[src/hbs_div.sv]
`default_nettype none
// ----------------------------------------------------------------------------
// hbs_div
// Restoring divider, one quotient bit per cycle. A start pulse loads the
// operands; done pulses for one cycle when the quotient is valid.
// ----------------------------------------------------------------------------
module hbs_div #(
    parameter int NUM_W = 27,
    parameter int DEN_W = 6
) (
    input  wire logic             aclk,
    input  wire logic             aresetn,
    input  wire logic             start,
    input  wire logic [NUM_W-1:0] numer,
    input  wire logic [DEN_W-1:0] denom,
    output logic                  done,
    output logic [NUM_W-1:0]      quotient
);

    localparam int STEP_W = $clog2(NUM_W + 1);

    logic              busy_reg;
    logic              done_reg;
    logic [STEP_W-1:0] step_reg;
    logic [NUM_W-1:0]  quo_reg;
    logic [DEN_W-1:0]  rem_reg;
    logic [DEN_W-1:0]  den_reg;

    logic [DEN_W:0]    trial;
    logic              fits;
    logic [DEN_W:0]    diff;

    assign trial = {rem_reg, quo_reg[NUM_W-1]};
    assign fits  = trial >= {1'b0, den_reg};
    assign diff  = trial - {1'b0, den_reg};

    always_ff @(posedge aclk) begin
        if (!aresetn) begin
            busy_reg <= 1'b0;
            done_reg <= 1'b0;
            step_reg <= '0;
        end else begin
            done_reg <= 1'b0;
            if (start) begin
                busy_reg <= 1'b1;
                step_reg <= STEP_W'(NUM_W);
            end else if (busy_reg) begin
                step_reg <= step_reg - 1'b1;
                if (step_reg == STEP_W'(1)) begin
                    busy_reg <= 1'b0;
                    done_reg <= 1'b1;
                end
            end
        end
    end

    // numerator shifts out the top while quotient bits shift in below
    always_ff @(posedge aclk) begin
        if (start) begin
            quo_reg <= numer;
            rem_reg <= '0;
            den_reg <= denom;
        end else if (busy_reg) begin
            quo_reg <= {quo_reg[NUM_W-2:0], fits};
            rem_reg <= fits ? diff[DEN_W-1:0] : trial[DEN_W-1:0];
        end
    end

    assign done     = done_reg;
    assign quotient = quo_reg;

endmodule
`default_nettype wire
[config.mk]
export PLATFORM = sky130hd
export DESIGN_NAME = hbs_div
export DESIGN_NICKNAME = d
export VERILOG_FILES = /design/src/hbs_div.sv
export SDC_FILE = /design/constraint.sdc
export NUM_CORES = 1
export LEC_CHECK = 0
export ABC_CLOCK_PERIOD_IN_PS = 2300
export CORE_MARGIN = 10
export CORE_UTILIZATION = 50
export CTS_CLUSTER_DIAMETER = 80
export DETAILED_ROUTE_END_ITERATION = 12
export DONT_BUFFER_PORTS = 1
export PLACE_DENSITY = 0.72
export RECOVER_POWER = 25
export REMOVE_ABC_BUFFERS = 1
export SLEW_MARGIN = 20
export SYNTH_ARGS = -nofsm -noshare
export SYNTH_HDL_FRONTEND = slang
export SYNTH_SLANG_ARGS = --single-unit
[constraint.sdc]
create_clock -name aclk -period 2.3 [get_ports aclk]
set_input_delay 0.575 -clock aclk [delete_from_list [all_inputs] [get_ports aclk]]
set_output_delay 0.575 -clock aclk [all_outputs]
set_load 0.005 [all_outputs]
==> flow_summary.yaml <==
outcome:
  status: "completed"
clock_tree:
  clock_sink_count: 46
  cts_buffer_depth: 2
  clk_latency_ps: 290
  hold_buffers: 0
  htreeDepth: 2
  cts_root_buf: "clkbuf_8"
  cts-resized-gates: 0
  cts_tree: "done"
  post_cts_buffers: 0
  clk_pin_slew_ps: 80
  cts_inserted_buffers: 5
global_route:
  grt_pass1_wl_microns: 7010
  globalRouteTotalUtil_pct: 11.9
  antenna_found_initial: 0
  grt_max_degree: 46
  grt_pass1_vias: 1343
  overflow: 0
worst_setup_path:
  critical_path_arrival_ps: 2370
  r2r-start: "rem_reg[3]$_SDFFE_PP0P_"
  path_cells: "ha_1, a21o_1, a211o_1, a41o_1, nor4bb_1, or3_1"
  ff2ff_path_depth: 6
  crit_path_max_fanout: 10
  cp_slowest_cell: "ha_1"
  reg2reg_to: "rem_reg[1]$_SDFFE_PP0P_"
  cpLargestDelayFamily: "compound AO/OA/AOI/OAI gates"
  path_class: "reg -> reg"
  cp_num_buf_inv: 0
  cp-start-kind: "register"
  cp-end-kind: "register"
  slowest_delay_ps: 370
  reg2reg_slack_ps: 120
  required_ps: 2480
synth:
  ys_ff_latch: 46
  synthArstFlopShare_pct: 0
  yosys_warnings: 0
  avgSynthCellArea_sq_um: 12.8
  yosysSeqAreaShare_pct: 56.9
  synth_edf_count: 33
  synth_cells: 172
  ys_types: 30
  netlist_area_sq_um: 2200
  synth_top_flop_cell: "edfxtp_1"
sta:
  tightest_slew_ps: 998
  hold_violations: 0
  rsz0062_at_grt: "no"
  drv_slew: 0
  fin_setup_tns_ps: 0
  slew_headroom_pct: 33.4
  period_share_pct: 95.0
  final.setup_skew_ps: 7.53
  fmax_mhz: 458
  finalCriticalPeriod_ps: 2180
  setup_viol: 0
die:
  die_h_microns: 86.3
  io_pins: 64
  num_rows: 24
  core_sq_um: 4290
  die_x_microns: 86.3
  die_area_sq_um: 7460
  initial_core_util_pct: 51.3
cells_and_area:
  multi_input_area_sq_um: 863
  drive_gt1_share_pct: 20.7
  syn2layout_area_growth_pct: 5.06
  largest_reg_flops: 27
  nets: 219
  utilization_pct: 53.8
  nFillCells: 375
  diodes: 0
  seq_area_sq_um: 1250
  fin_cells: 226
power:
  p_leak_nw: 0.897
  peakVddDrop_mv: 0.500
  powerDensity_nw_per_um2: 753
drt:
  first_iter_violations: 172
  top_layer: "met4"
  vias: 1280
  drt-met1-wl_microns: 1620
  drc: 0
  met2WireLength_microns: 2170
  totalWireLength_microns: 4410
  antenna_left: 0
  via_per_inst: 5.66
  first_pass_iters: 4
  wire_per_inst_microns: 19.5
  met3_length_microns: 554
hold_path:
  hold_class: "in -> reg"
  holdCritStartpoint: "denom[0]"
  whs_endpoint: "den_reg[0]$_DFFE_PP_"
  hold_depth: 0
run:
  cap_viol_max_count: 0
placed_design:
  place.gp.congestion: 0.890
  dpl.hpwl_microns: 3270
  numPlacedInstances: 218
  port_buffers: 0
-- where the power goes --
group          internal (mW)  leakage (nW)  switching [mW]  total, mW
clock network          0.243        0.0482           0.252      0.495
registers              0.981         0.437          0.0623       1.04
logic                  0.104         0.411           0.100      0.205
-- logic make-up (layout without fill, tap and decap cells) --
family / Yosys count / count (layout) / synth area share, %
fa+ha+maj: 10 / 10 / 6.03
compound gates: 17 / 17 / 4.83
simple gates: 44 / 44 / 9.95
flops: 46 / 46 / 56.9
xor+xnor: 7 / 7 / 2.79
mux: 31 / 31 / 15.6
buf+inv: 17 / 19 / 3.92
-- cells in the mapped netlist (2+ instances only) --
| library cell | number | area [sq um] |
|---|---|---|
| a21oi_1 | 6 | 30.0 |
| buf_6 | 3 | 33.8 |
| clkbuf_1 | 3 | 11.3 |
| dfxtp_1 | 13 | 260 |
| edfxtp_1 | 33 | 991 |
| ha_1 | 9 | 113 |
| inv_1 | 11 | 41.3 |
| mux2_2 | 27 | 304 |
| mux2i_1 | 4 | 40.0 |
| nand2_1 | 8 | 30.0 |
| nand2b_1 | 3 | 18.8 |
| nor2_1 | 18 | 67.6 |
| nor2b_1 | 3 | 18.8 |
| nor3_1 | 4 | 20.0 |
| nor3b_1 | 2 | 15.0 |
| o21ai_0 | 5 | 25.0 |
| or3_1 | 2 | 12.5 |
| xor2_1 | 6 | 52.6 |
-- area by class of cell --
cell class	count	area share, %
clock buffer	7	3.73
sequential	46	54.1
tap	52	2.81
clock inverter	1	0.216
inverter	11	1.79
multi-input combinational	109	37.3
-- metrics by stage --
step | power (mW) | setup slack, ps | hold WS, ps | area [sq um]
after CTS | 1.76 | 115 | 355 | 2310
after global routing | 1.84 | 10.0 | 350 | 2310
final | 1.74 | 116 | 370 | 2310
after global placement | 1.25 | 215 | 452 | 2220
after detailed placement | 1.27 | 122 | 477 | 2220
after floorplan | 1.21 | 273 | 426 | 2160
-- worst max path at each step --
stage,endpoint,slack [ps],startpoint,cells past startpoint
5_1_grt,rem_reg[1]$_SDFFE_PP0P_,10,den_reg[4]$_DFFE_PP_,7
3_3_place_gp,rem_reg[1]$_SDFFE_PP0P_,210,den_reg[4]$_DFFE_PP_,7
4_1_cts,rem_reg[1]$_SDFFE_PP0P_,120,den_reg[4]$_DFFE_PP_,7
6_report,rem_reg[1]$_SDFFE_PP0P_,120,rem_reg[3]$_SDFFE_PP0P_,6
3_5_place_dp,rem_reg[1]$_SDFFE_PP0P_,120,den_reg[4]$_DFFE_PP_,7
2_1_floorplan,rem_reg[1]$_SDFFE_PP0P_,270,den_reg[4]$_DFFE_PP_,7
-- routing by layer --
metal	GRT usage, %	up-vias
li1	-	614
met1	12.4	612
met2	18.9	48
met3	8.07	6
met4	3.83	0
met5	0	-
-- placed cells by master, fill, tap and decap left out --
cell type,Yosys,final
edfxtp_1,33,33
fa_1,1,1
nor3_1,4,4
nand2b_1,3,3
dfxtp_1,13,13
ha_1,9,9
clkinv_2,0,1
a41o_1,1,1
a221oi_1,1,1
inv_1,11,11
a211o_1,1,1
a21oi_1,6,6
or4b_2,1,1
mux2_2,27,27
a21o_1,1,1
xor2_1,6,6
or3_1,2,2
nor4b_1,1,1
clkbuf_1,3,1
o311ai_0,1,1
nor2b_1,3,3
nor4bb_1,1,1
and3_2,1,1
nor3b_1,2,2
xnor2_1,1,1
clkbuf_8,0,6
o21ai_0,5,5
o31ai_1,1,1
nor2_1,18,18
mux2i_1,4,4
nand2_1,8,8
No activity file was read; power rests on OpenSTA's default activity.
